<file path="src/sv/ac_grid_bus_supervisor_macros.svh">
// Assertion helpers used by the supervisor core.
// Both macros expect clk_i, and ACGBS_ASSERT also rst_ni, to be visible at the point of use.
`ifndef AC_GRID_BUS_SUPERVISOR_MACROS_SVH
`define AC_GRID_BUS_SUPERVISOR_MACROS_SVH

// Checked on every rising clock edge while reset is released.
`define ACGBS_ASSERT(lbl, prop, msg) \
  lbl: assert property (@(posedge clk_i) disable iff (!rst_ni) prop) else $error(msg);

// Checked on every rising clock edge, reset included.
`define ACGBS_ASSERT_ALWAYS(lbl, prop, msg) \
  lbl: assert property (@(posedge clk_i) prop) else $error(msg);

`endif

</file>
<file path="src/sv/acgbs_pkg.sv">
package acgbs_pkg;

  // Configuration register indexes.
  localparam logic [2:0] REG_FILTER_GAIN  = 3'd0;
  localparam logic [2:0] REG_BUS_REG_LVL  = 3'd1;
  localparam logic [2:0] REG_BUS_PRE_LVL  = 3'd2;
  localparam logic [2:0] REG_GRID_MIN_SQ  = 3'd3;
  localparam logic [2:0] REG_GRID_MAX_SQ  = 3'd4;

  // Reset values of the configuration registers.
  localparam logic [15:0] FILTER_GAIN_RST = 16'd66;
  localparam logic [14:0] BUS_REG_LVL_RST = 15'd6080;
  localparam logic [14:0] BUS_PRE_LVL_RST = 15'd4525;
  localparam logic [30:0] GRID_MIN_SQ_RST = 31'd8294400;
  localparam logic [30:0] GRID_MAX_SQ_RST = 31'd17977600;

  // Upper clamp of the mean square, 2^30 LSB squared.
  localparam logic [30:0] MS_MAX = 31'd1073741824;

  // Rounding offset for the Q0.16 gain product.
  localparam logic signed [49:0] ROUND_HALF = 50'sd32768;

  // Converter commands.
  typedef enum logic [1:0] {
    CMD_NONE  = 2'd0,
    CMD_START = 2'd1,
    CMD_STOP  = 2'd2
  } cmd_e;

  // Bus voltage bands.
  typedef enum logic [1:0] {
    BAND_LOW  = 2'd0,
    BAND_PEAK = 2'd1,
    BAND_REG  = 2'd2
  } band_e;

  // Operating modes.
  localparam logic [1:0] MODE_IDLE      = 2'd0;
  localparam logic [1:0] MODE_CHARGE    = 2'd1;
  localparam logic [1:0] MODE_DISCHARGE = 2'd2;

  // Configuration set seen by the core.
  typedef struct packed {
    logic [15:0] filter_gain;
    logic [14:0] bus_regulation_level;
    logic [14:0] bus_precharge_level;
    logic [30:0] grid_min_square;
    logic [30:0] grid_max_square;
  } cfg_t;

endpackage

</file>
<file path="src/sv/acgbs_if.sv">
// Sample request channel.
interface acgbs_sample_if;
  logic               valid;
  logic               ready;
  logic [1:0]         op_mode;
  logic signed [15:0] grid_sample;
  logic signed [15:0] bus_sample;
  logic               pfc_is_idle;
  logic               inverter_is_idle;
  logic               task_tick;

  modport source (
    output valid, op_mode, grid_sample, bus_sample, pfc_is_idle,
           inverter_is_idle, task_tick,
    input  ready
  );
  modport sink (
    input  valid, op_mode, grid_sample, bus_sample, pfc_is_idle,
           inverter_is_idle, task_tick,
    output ready
  );
endinterface

// Result request channel.
interface acgbs_result_if;
  logic        valid;
  logic        ready;
  logic [1:0]  bus_band;
  logic        grid_in_window;
  logic [1:0]  pfc_command;
  logic [1:0]  inverter_command;
  logic [30:0] grid_mean_square;

  modport source (
    output valid, bus_band, grid_in_window, pfc_command, inverter_command,
           grid_mean_square,
    input  ready
  );
  modport sink (
    input  valid, bus_band, grid_in_window, pfc_command, inverter_command,
           grid_mean_square,
    output ready
  );
endinterface

</file>
<file path="src/sv/ac_grid_bus_supervisor.sv">
// AC grid and DC bus supervisor. Each sample request updates a first-order
// mean-square filter of the grid voltage (gain in Q0.16, clamped to 0..2^30),
// sorts the bus voltage into three bands, checks the mean square against a
// squared grid window and, on task ticks, issues start or stop commands to the
// PFC and the inverter by mode. One result is produced per request. The
// result is registered after the square, difference, scale and update steps,
// which make two passes through one shared 33 x 17 bit multiplier (grid
// square, then gain product) with a subtract and a clamp step around them.
// The block is not ready while a request is in work; a finished result waits
// in its output register while the next request is taken, and the final step
// holds if that register is still full. Configuration writes are taken at any
// cycle and should only be issued while the block is idle.
module ac_grid_bus_supervisor (
  input  logic        clk_i,
  input  logic        rst_ni,
  input  logic        cfg_we_i,
  input  logic [2:0]  cfg_index_i,
  input  logic [30:0] cfg_data_i,
  acgbs_sample_if.sink   sample_i,
  acgbs_result_if.source result_o
);

  acgbs_pkg::cfg_t cfg_q;

  // Configuration registers; writes beyond the last index are dropped.
  always_ff @(posedge clk_i or negedge rst_ni) begin
    if (!rst_ni) begin
      cfg_q.filter_gain          <= acgbs_pkg::FILTER_GAIN_RST;
      cfg_q.bus_regulation_level <= acgbs_pkg::BUS_REG_LVL_RST;
      cfg_q.bus_precharge_level  <= acgbs_pkg::BUS_PRE_LVL_RST;
      cfg_q.grid_min_square      <= acgbs_pkg::GRID_MIN_SQ_RST;
      cfg_q.grid_max_square      <= acgbs_pkg::GRID_MAX_SQ_RST;
    end else if (cfg_we_i) begin
      case (cfg_index_i)
        acgbs_pkg::REG_FILTER_GAIN: cfg_q.filter_gain          <= cfg_data_i[15:0];
        acgbs_pkg::REG_BUS_REG_LVL: cfg_q.bus_regulation_level <= cfg_data_i[14:0];
        acgbs_pkg::REG_BUS_PRE_LVL: cfg_q.bus_precharge_level  <= cfg_data_i[14:0];
        acgbs_pkg::REG_GRID_MIN_SQ: cfg_q.grid_min_square      <= cfg_data_i;
        acgbs_pkg::REG_GRID_MAX_SQ: cfg_q.grid_max_square      <= cfg_data_i;
        default: ;
      endcase
    end
  end

  acgbs_core u_core (
    .clk_i    (clk_i),
    .rst_ni   (rst_ni),
    .cfg_i    (cfg_q),
    .sample_i (sample_i),
    .result_o (result_o)
  );

endmodule

</file>
<file path="src/sv/acgbs_mul.sv">
// Shared signed multiplier with a registered product.
module acgbs_mul (
  input  logic               clk_i,
  input  logic signed [32:0] a_i,
  input  logic signed [16:0] b_i,
  output logic signed [49:0] p_o
);

  logic signed [49:0] p_q;

  always_ff @(posedge clk_i) begin
    p_q <= 50'(a_i * b_i);
  end

  assign p_o = p_q;

endmodule

</file>
<file path="src/sv/acgbs_core.sv">
`include "ac_grid_bus_supervisor_macros.svh"

module acgbs_core (
  input  logic                 clk_i,
  input  logic                 rst_ni,
  input  acgbs_pkg::cfg_t      cfg_i,
  acgbs_sample_if.sink         sample_i,
  acgbs_result_if.source       result_o
);

  typedef enum logic [2:0] {
    S_IDLE,
    S_SQUARE,
    S_DIFF,
    S_SCALE,
    S_UPDATE
  } state_e;

  state_e state_q;
  logic   out_valid_q;
  logic [30:0] acc_q;

  // Latched request fields.
  logic [1:0]         mode_q;
  logic signed [15:0] grid_q;
  logic signed [15:0] bus_q;
  logic               pfc_idle_q;
  logic               inv_idle_q;
  logic               tick_q;
  logic signed [32:0] diff_q;

  // Result registers.
  acgbs_pkg::band_e band_q, band_d;
  logic             win_q, win_d;
  acgbs_pkg::cmd_e  pfc_cmd_q, pfc_cmd_d;
  acgbs_pkg::cmd_e  inv_cmd_q, inv_cmd_d;
  logic [30:0]      acc_d;

  logic signed [32:0] mul_a;
  logic signed [16:0] mul_b;
  logic signed [49:0] prod;
  logic signed [49:0] rounded;
  logic signed [33:0] step;
  logic signed [34:0] sum;
  logic               bus_reg;
  logic               bus_pre;
  logic               sample_fire;
  logic               load;

  assign sample_i.ready = (state_q == S_IDLE);
  assign sample_fire    = sample_i.valid && sample_i.ready;
  assign load           = (state_q == S_UPDATE) && (!out_valid_q || result_o.ready);

  // Operand select for the shared multiplier: square first, then gain.
  always_comb begin
    if (state_q == S_SQUARE) begin
      mul_a = 33'(grid_q);
      mul_b = 17'(grid_q);
    end else begin
      mul_a = diff_q;
      mul_b = $signed({1'b0, cfg_i.filter_gain});
    end
  end

  acgbs_mul u_mul (
    .clk_i (clk_i),
    .a_i   (mul_a),
    .b_i   (mul_b),
    .p_o   (prod)
  );

  // Rounded filter step and clamped accumulator.
  always_comb begin
    rounded = prod + acgbs_pkg::ROUND_HALF;
    step    = rounded[49:16];
    sum     = $signed({4'b0, acc_q}) + 35'(step);
    if (sum < 35'sd0) begin
      acc_d = '0;
    end else if (sum > $signed({4'b0, acgbs_pkg::MS_MAX})) begin
      acc_d = acgbs_pkg::MS_MAX;
    end else begin
      acc_d = sum[30:0];
    end
  end

  // Bus band, window check and converter commands.
  always_comb begin
    bus_reg = bus_q >= $signed({1'b0, cfg_i.bus_regulation_level});
    bus_pre = bus_q >= $signed({1'b0, cfg_i.bus_precharge_level});
    if (bus_reg) begin
      band_d = acgbs_pkg::BAND_REG;
    end else if (bus_pre) begin
      band_d = acgbs_pkg::BAND_PEAK;
    end else begin
      band_d = acgbs_pkg::BAND_LOW;
    end
    win_d = (acc_d >= cfg_i.grid_min_square) && (acc_d <= cfg_i.grid_max_square);

    pfc_cmd_d = acgbs_pkg::CMD_NONE;
    inv_cmd_d = acgbs_pkg::CMD_NONE;
    if (tick_q) begin
      case (mode_q)
        acgbs_pkg::MODE_CHARGE: begin
          if (win_d && pfc_idle_q) begin
            pfc_cmd_d = acgbs_pkg::CMD_START;
          end else if (!win_d && !pfc_idle_q) begin
            pfc_cmd_d = acgbs_pkg::CMD_STOP;
          end
          inv_cmd_d = acgbs_pkg::CMD_STOP;
        end
        acgbs_pkg::MODE_DISCHARGE: begin
          pfc_cmd_d = acgbs_pkg::CMD_STOP;
          if (bus_reg && inv_idle_q) begin
            inv_cmd_d = acgbs_pkg::CMD_START;
          end else if (!bus_reg && !inv_idle_q) begin
            inv_cmd_d = acgbs_pkg::CMD_STOP;
          end
        end
        default: begin
          pfc_cmd_d = acgbs_pkg::CMD_STOP;
          inv_cmd_d = acgbs_pkg::CMD_STOP;
        end
      endcase
    end
  end

  // Sequencer, accumulator and result valid.
  always_ff @(posedge clk_i or negedge rst_ni) begin
    if (!rst_ni) begin
      state_q     <= S_IDLE;
      out_valid_q <= 1'b0;
      acc_q       <= '0;
    end else begin
      // A new result takes the output register; otherwise it empties when taken.
      if (load) begin
        out_valid_q <= 1'b1;
      end else if (result_o.ready) begin
        out_valid_q <= 1'b0;
      end
      case (state_q)
        S_IDLE: begin
          if (sample_fire) begin
            state_q <= S_SQUARE;
          end
        end
        S_SQUARE: state_q <= S_DIFF;
        S_DIFF:   state_q <= S_SCALE;
        S_SCALE:  state_q <= S_UPDATE;
        S_UPDATE: begin
          if (load) begin
            acc_q   <= acc_d;
            state_q <= S_IDLE;
          end
        end
        default: state_q <= S_IDLE;
      endcase
    end
  end

  // Request latch, difference register and result payload.
  always_ff @(posedge clk_i) begin
    if (sample_fire) begin
      mode_q     <= sample_i.op_mode;
      grid_q     <= sample_i.grid_sample;
      bus_q      <= sample_i.bus_sample;
      pfc_idle_q <= sample_i.pfc_is_idle;
      inv_idle_q <= sample_i.inverter_is_idle;
      tick_q     <= sample_i.task_tick;
    end
    if (state_q == S_DIFF) begin
      diff_q <= $signed({2'b0, prod[30:0]}) - $signed({2'b0, acc_q});
    end
    if (load) begin
      band_q    <= band_d;
      win_q     <= win_d;
      pfc_cmd_q <= pfc_cmd_d;
      inv_cmd_q <= inv_cmd_d;
    end
  end

  assign result_o.valid            = out_valid_q;
  assign result_o.bus_band         = band_q;
  assign result_o.grid_in_window   = win_q;
  assign result_o.pfc_command      = pfc_cmd_q;
  assign result_o.inverter_command = inv_cmd_q;
  assign result_o.grid_mean_square = acc_q;

  `ACGBS_ASSERT_ALWAYS(a_acc_clamped, (!rst_ni || acc_q <= acgbs_pkg::MS_MAX), "mean square above clamp")
  `ACGBS_ASSERT(a_busy_after_accept, sample_fire |=> !sample_i.ready, "ready after accept")
  `ACGBS_ASSERT(a_acc_only_on_load, !load |=> $stable(acc_q), "accumulator moved without a result")
  `ACGBS_ASSERT(a_no_cmd_idle, (load && !tick_q) |=> ({pfc_cmd_q, inv_cmd_q} == '0), "command without task tick")
  `ACGBS_ASSERT(a_band_legal, out_valid_q |-> (band_q != 2'd3), "illegal bus band")

endmodule

</file>
<file path="src/flat_wrapper.sv">
// flat-port wrapper written by rule: the top's interface ports become plain ports
module ac_grid_bus_supervisor_flat 
  (clk_i, rst_ni, cfg_we_i, cfg_index_i, cfg_data_i, sample_i_valid, sample_i_op_mode, sample_i_grid_sample, sample_i_bus_sample, sample_i_pfc_is_idle, sample_i_inverter_is_idle, sample_i_task_tick, sample_i_ready, result_o_valid, result_o_bus_band, result_o_grid_in_window, result_o_pfc_command, result_o_inverter_command, result_o_grid_mean_square, result_o_ready);
  acgbs_sample_if sample_i_i ();
  acgbs_result_if result_o_i ();
  input  logic clk_i;
  input  logic rst_ni;
  input  logic cfg_we_i;
  input  logic [2:0] cfg_index_i;
  input  logic [30:0] cfg_data_i;
  input wire logic [$bits(sample_i_i.valid)-1:0] sample_i_valid;
  input wire logic [$bits(sample_i_i.op_mode)-1:0] sample_i_op_mode;
  input wire logic [$bits(sample_i_i.grid_sample)-1:0] sample_i_grid_sample;
  input wire logic [$bits(sample_i_i.bus_sample)-1:0] sample_i_bus_sample;
  input wire logic [$bits(sample_i_i.pfc_is_idle)-1:0] sample_i_pfc_is_idle;
  input wire logic [$bits(sample_i_i.inverter_is_idle)-1:0] sample_i_inverter_is_idle;
  input wire logic [$bits(sample_i_i.task_tick)-1:0] sample_i_task_tick;
  output wire logic [$bits(sample_i_i.ready)-1:0] sample_i_ready;
  output wire logic [$bits(result_o_i.valid)-1:0] result_o_valid;
  output wire logic [$bits(result_o_i.bus_band)-1:0] result_o_bus_band;
  output wire logic [$bits(result_o_i.grid_in_window)-1:0] result_o_grid_in_window;
  output wire logic [$bits(result_o_i.pfc_command)-1:0] result_o_pfc_command;
  output wire logic [$bits(result_o_i.inverter_command)-1:0] result_o_inverter_command;
  output wire logic [$bits(result_o_i.grid_mean_square)-1:0] result_o_grid_mean_square;
  input wire logic [$bits(result_o_i.ready)-1:0] result_o_ready;
  assign sample_i_i.valid = sample_i_valid;
  assign sample_i_i.op_mode = sample_i_op_mode;
  assign sample_i_i.grid_sample = sample_i_grid_sample;
  assign sample_i_i.bus_sample = sample_i_bus_sample;
  assign sample_i_i.pfc_is_idle = sample_i_pfc_is_idle;
  assign sample_i_i.inverter_is_idle = sample_i_inverter_is_idle;
  assign sample_i_i.task_tick = sample_i_task_tick;
  assign sample_i_ready = sample_i_i.ready;
  assign result_o_valid = result_o_i.valid;
  assign result_o_bus_band = result_o_i.bus_band;
  assign result_o_grid_in_window = result_o_i.grid_in_window;
  assign result_o_pfc_command = result_o_i.pfc_command;
  assign result_o_inverter_command = result_o_i.inverter_command;
  assign result_o_grid_mean_square = result_o_i.grid_mean_square;
  assign result_o_i.ready = result_o_ready;
  ac_grid_bus_supervisor u_core (.clk_i(clk_i), .rst_ni(rst_ni), .cfg_we_i(cfg_we_i), .cfg_index_i(cfg_index_i), .cfg_data_i(cfg_data_i), .sample_i(sample_i_i), .result_o(result_o_i));
endmodule
</file>
<file path="config.mk">
export PLATFORM = sky130hd
export DESIGN_NAME = ac_grid_bus_supervisor_flat
export DESIGN_NICKNAME = d
export VERILOG_FILES = /design/src/sv/acgbs_pkg.sv /design/src/sv/acgbs_if.sv /design/src/sv/ac_grid_bus_supervisor.sv /design/src/sv/acgbs_mul.sv /design/src/sv/acgbs_core.sv /design/src/flat_wrapper.sv
export VERILOG_INCLUDE_DIRS = /design/src /design/src/sv
export SDC_FILE = /design/constraint.sdc
export NUM_CORES = 2
export LEC_CHECK = 0
export BUFFER_PORTS_ARGS = -buffer_cell sky130_fd_sc_hd__buf_2
export CAP_MARGIN = 20
export CORE_MARGIN = 2
export CORE_UTILIZATION = 35
export CTS_CLUSTER_SIZE = 28
export DETAILED_ROUTE_END_ITERATION = 6
export PLACE_DENSITY = 0.62
export SYNTH_ARGS = -nofsm -noshare
export SYNTH_HDL_FRONTEND = slang
export SYNTH_SLANG_ARGS = --single-unit
</file>
<file path="constraint.sdc">
create_clock -name clk_i -period 12.1 [get_ports clk_i]
set_input_delay 1.815 -clock clk_i [delete_from_list [all_inputs] [get_ports clk_i]]
set_output_delay 1.815 -clock clk_i [all_outputs]
set_load 0.02 [all_outputs]
</file>
; Word level (Yosys, flattened, before mapping)
; Index checks and enable logic that the tools add are counted.
[totals]
register_bits = 270
input_bits = 76
output_inout_bits = 40
[classes]
n_addsub = 3
multipliers = 1
order_cmp = 6
n_eq_ne = 12
muxes = 16
n_reduce_logical = 25
[ops]
columns = cell, count
row1 = two-way mux 31 bit, 2
row2 = adder 50 x 17 -> 50 bit (second input constant), 1
row3 = multiplier 33 x 17 -> 50 bit, 1
row4 = adder 32 x 34 -> 35 bit, 1
row5 = greater-than comparator 35 x 32 -> 1 bit (second input constant), 1
row6 = less-than comparator 35 x 1 -> 1 bit (second input constant), 1
row7 = two-way mux 33 bit, 1
row8 = greater-or-equal comparator 16 bit, 2
row9 = subtractor 31 x 31 -> 32 bit, 1
row10 = greater-or-equal comparator 31 bit, 1
row11 = <= comparator 31 bit, 1
row12 = AND reduction 2 bit, 9
row13 = two-way mux 17 bit, 1
row14 = one-hot mux 3 bit (5 select lines), 1
row15 = equality test 3 x 2 -> 1 bit (second input constant), 4
row16 = two-way mux 2 bit, 6
row17 = logical AND 1 bit, 7
row18 = equality test 3 x 1 -> 1 bit (second input constant), 2
row19 = equality test 3 bit (second input constant), 2
row20 = logical NOT 3 bit, 2
row21 = two-way mux 3 bit, 2
row22 = logical NOT 1 bit, 5
row23 = two-way mux 1 bit, 3
row24 = equality test 2 x 1 -> 1 bit (second input constant), 1
row25 = 5 further kinds, 5

; Depth between registers and ports, before layout
[depth]
word_depth = 12
depth_mapped = 32

; Cells and area by module
; From an unflattened synthesis, not the netlist that was laid out.
[unflattened]
cells_unflattened = 3640
area_unflattened_um2 = 34992.3
[modules_own_cells]
columns = mod, instances, cells_per_inst, area_per_inst_um2
row1 = acgbs_mul, 1, 2131, 19890.3
row2 = acgbs_core, 1, 1277, 10979.3
row3 = ac_grid_bus_supervisor, 1, 232, 4122.7

; Worst setup path after synthesis
; OpenSTA, ideal clock, no wires.
[synth_timing]
path_kind = register to register
startpoint = register u_core.u_core.state_q[2]
endpoint = register u_core.u_core.u_mul.p_q[48] (netlist: u_core.u_core.u_mul.p_o[48])
setup_time_ps = 134
t_arrival_ps = 7665
path_slack_ps = 4301
stages_incl_launch_ff = 31
synth_period_minus_slack_ps = 7799
cell_sequence = dfrtp_1 nor3b_1 clkbuf_1 nand2_1 nand2_1 clkbuf_1 buf_1 nand2_1 fa_1 inv_1 fa_1 inv_1 fa_1 inv_1 fa_1 inv_1 fa_1 inv_1 fa_1 ha_1 clkbuf_1 nand3_1 a2111oi_2 nor4b_2 o31ai_2 a41oi_2 o21ai_2 a21oi_2 a311oi_4 and4b_1 or4_1
[synth_via]
elab_chain_cells = 3
elab_cells_between_ends = 4
classes_between = mul: 1 / eq/ne: 1 / mux: 2
[synth_lines]
columns = item, line_no
row1 = from (decl), acgbs_core.sv:19  ; state_e state_q;
row2 = from (signal assigned), acgbs_core.sv:130  ; state_q <= S_IDLE;
row3 = from (signal assigned), acgbs_core.sv:143  ; state_q <= S_SQUARE;
row4 = from (signal assigned), acgbs_core.sv:146  ; S_SQUARE: state_q <= S_DIFF;
row5 = equality test 3 x 1 -> 1 bit *, acgbs_core.sv:56  ; if (state_q == S_SQUARE) begin
row6 = two-way mux 33 bit or two-way mux 17 bit (tied branches), acgbs_core.sv:56
row7 = multiplier 33 x 17 -> 50 bit *, acgbs_mul.sv:12  ; p_q <= 50'(a_i * b_i);
row8 = to (signal assigned), acgbs_mul.sv:12
row9 = to (decl), acgbs_mul.sv:9  ; logic signed [49:0] p_q;
; Mark *: on every way between the ends. The rest lies on a longest branch, timed or not.
; A chain may end at the register's enable or synchronous reset.

; Final worst setup path
; Ends and elaborated chain as after synthesis.

==> metrics.md <==
| Metric | Value |
|---|---|
| Run status | `finished, violations left` |
| Violated checks | `DRC` |
| Period minus WS final | `9.04 ns` |
| CTS sink count | `approximately 270` |
| Port Buffers | `115` |
| Initial Util | `35.5%` |
| Max-slew violations | `0` |
| Initial DRC count | `2122` |
| Top post-synthesis cells by area | `fa_1 31%, ha_1 10%, dfrtp_1 8.4%, inv_1 6.9%, edfxtp_1 6.8%` |
| Met3 routed wirelength | `9250 um` |
| Vias in the first global route | `26469` |
| Dominant synthesized flop cell | `dfrtp_1` |
| GR Overflow Total | `0` |
| Dpl hpwl | `81700 um` |
| #FFs+latches synth | `269` |
| Worst-Margin Slew | `~1.1 ns` |
| DR WL/cell | `~20 um` |
| Hold-fix buffer count after cts | `0` |
| Final Skew | `0.0390 ns` |
| CTS buffer count | `34` |
| Fin util | `38.8%` |
| Crit Path Max Fanout | `34` |
| Chip width | `315 um` |
| GRT Util Overall | `21.0%` |
| Uppermost layer routed | `met4` |
| Post-Synthesis Cells | `between 3000 and 4000` |
| Initial antenna violation count | `3` |
| CP Capture Type | `flip-flop` |
| Die footprint | `between 90000 and 100000 um2` |
| Period utilization | `74.7%` |
| Rel. slew slack | `26.0%` |
| Pre-Repair DR Iteration Count | `7` |
| Largest net degree at the start of global routing | `91` |
| Post-Syn Area | `33800 um2` |
| Top-area cell type share of the netlist area | `31.3%` |
| Ys Warns | `0` |
| # rows | `113` |
| Fill cells | `around 9600` |
| Commonest non-fill, non-tap cell in the layout | `inv_1` |
| Die Y-Extent | `between 300 and 400 um` |
| First-pass GRT wire length | `around 160000 um` |
| Htree depth | `2` |
| Bufs and invs on worst path | `6` |
| Final hold violation count | `0` |
| Critical-path top delay cell | `fa_1` |
| Number of flops mapped to enable cells by yosys | `76` |
| Ys async rst share | `~53%` |
| CTS tree | `built` |
| Worst hold path class | `reg -> reg` |
| Clock root cell | `clkbuf_16` |
| Total wire length | `101000 um` |
| Slowest stage delay, CP | `0.55 ns` |
| Cell variety after synth | `90` |
| Antenna Nets Post-Route | `0` |
| Startpoint types | `flip-flop` |
| Core footprint | `between 90000 and 100000 um2` |
| M1 WL | `between 40000 and 50000 um` |
| Number of vias per cell | `5.11` |
| Final TNS setup | `0 ns` |
| FF-to-FF setup slack | `3.06 ns` |
| Max cap viols | `0` |
| Met2 WL post-DR | `44700 um` |
| Setup Buffers After CTS | `0` |
| Synth-to-Final Area Change | `9.49%` |
| CP dominant cell by count | `fa_1` |
| IO Count | `between 100 and 150` |
| Crit path DAT | `9.48 ns` |
| FF+latch area | `approximately 7000 um2` |
| Worst skew pair latency | `0.58 ns` |
| FMAX | `111 MHz` |
| Post-CTS Resized | `0` |
| Most frequent cells in the layout | `619 x inv_1, 529 x fa_1, 526 x nand2_1` |
| CP Data Required Time | `12.55 ns` |
| Placer Congestion | `between 0.9 and 1` |
| Vias | `roughly 26000` |
| Leading area contributor after synthesis | `fa_1` |
| Multi-input logic area | `24200 um2` |
| Clock Tree Buf Depth | `3` |
| RSZ-0062 raised after global routing | `false` |
| Delay-heaviest family, CP | `adder cells` |
| Avg Cell Area, Syn | `9.25 um2` |
| Final net count | `4622` |
| Sequential fraction of the synthesis area | `between 20% and 30%` |
| Fraction of layout cells with a size suffix above 1 | `8.70%` |
| Setup violations, final | `0` |
| Setup CP Type | `reg -> reg` |
| Residual DRC | `2` |
| Clock slew at reported path FFs | `0.06 ns` |
state kept, by name, indices dropped and copies added, names as in the netlist:
signal,cells
u_core.cfg_q,108
u_core.u_core.u_mul.p_o,50
u_core.u_core.diff_q,32
u_core.u_core.result_o.grid_mean_square,31
u_core.u_core.bus_q,16
u_core.u_core.grid_q,16
u_core.u_core.state_q,3
u_core.u_core.mode_q,2
u_core.u_core.result_o.bus_band,2
u_core.u_core.result_o.inverter_command,2
u_core.u_core.result_o.pfc_command,2
u_core.u_core.inv_idle_q,1
u_core.u_core.pfc_idle_q,1
u_core.u_core.result_o.grid_in_window,1
u_core.u_core.result_o.valid,1
u_core.u_core.tick_q,1
Yosys cell counts (23+ instances only):
library cell / instances
a21o_1: 76
a21oi_1: 156
and2_1: 35
and3_1: 30
clkbuf_1: 88
dfrtp_1: 114
dfstp_2: 29
dfxtp_1: 50
edfxtp_1: 76
fa_1: 529
ha_1: 270
inv_1: 619
mux2_2: 51
nand2_1: 526
nand2b_1: 46
nand3_1: 45
nand4_1: 30
nor2_1: 309
nor3_1: 27
o21a_1: 29
o21ai_0: 129
o22ai_1: 23
xnor2_1: 90
xor2_1: 36
routing by layer:
layer  up-vias  track usage [%]
met3       139             4.89
met5         -                0
met1     12749             29.9
li1      11865                -
met4         0             5.50
met2       981             32.2
per-stage QoR:
| stage | std cells | hold WS (ns) | setup WS (ns) | area [um2] |
|---|---|---|---|---|
| 6_report | 5039 | 0.502 | 3.06 | 37000 |
| 5_1_grt | 5038 | 0.512 | 2.66 | 37000 |
| 4_1_cts | 5036 | 0.506 | 3.16 | 37000 |
| 3_5_place_dp | 4975 | 0.494 | 3.23 | 35900 |
| 3_3_place_gp | 4975 | 0.488 | 3.33 | 35900 |
| 2_1_floorplan | 3667 | 0.478 | 4.30 | 33800 |
cell type report:
type | count | share of cell area, %
multi-input combinational | 2667 | 65.5
sequential | 269 | 18.6
inverter | 621 | 6.30
tap | 1265 | 4.28
clock buffer | 51 | 2.58
timing repair buffer | 154 | 2.40
clock inverter | 10 | 0.318
antenna | 2 | 0.0135
cells by family (layout without fill, tap and decap cells):
logic type      Yosys count  in the layout  synth area share [%]
other cells               2             19                0.0222
xor+xnor                126            126                  3.27
flops                   269            269                  20.4
fa+ha+maj               799            799                  41.3
buf+inv                 731            836                  8.19
compound gates          542            542                  10.3
mux                      54             54                  1.79
simple gates           1129           1129                  14.7
path summary, 6_finish.rpt:
check / start / endpoint / cells past startpoint
setup / recovery: u_core.u_core.state_q[2] / u_core.u_core.u_mul.p_o[48] / 28
hold / removal: u_core.cfg_q[40] / u_core.cfg_q[40] / 1
setup reg to reg: u_core.u_core.state_q[2] / u_core.u_core.u_mul.p_o[48] / 28
hold reg to reg: u_core.cfg_q[40] / u_core.cfg_q[40] / 1
max in group asynchronous: rst_ni / u_core.cfg_q[82] / 2
min in group asynchronous: rst_ni / u_core.cfg_q[47] / 1
Power is not shown: default switching activity piles up to over one toggle a cycle in this logic, so the estimate is an artifact.
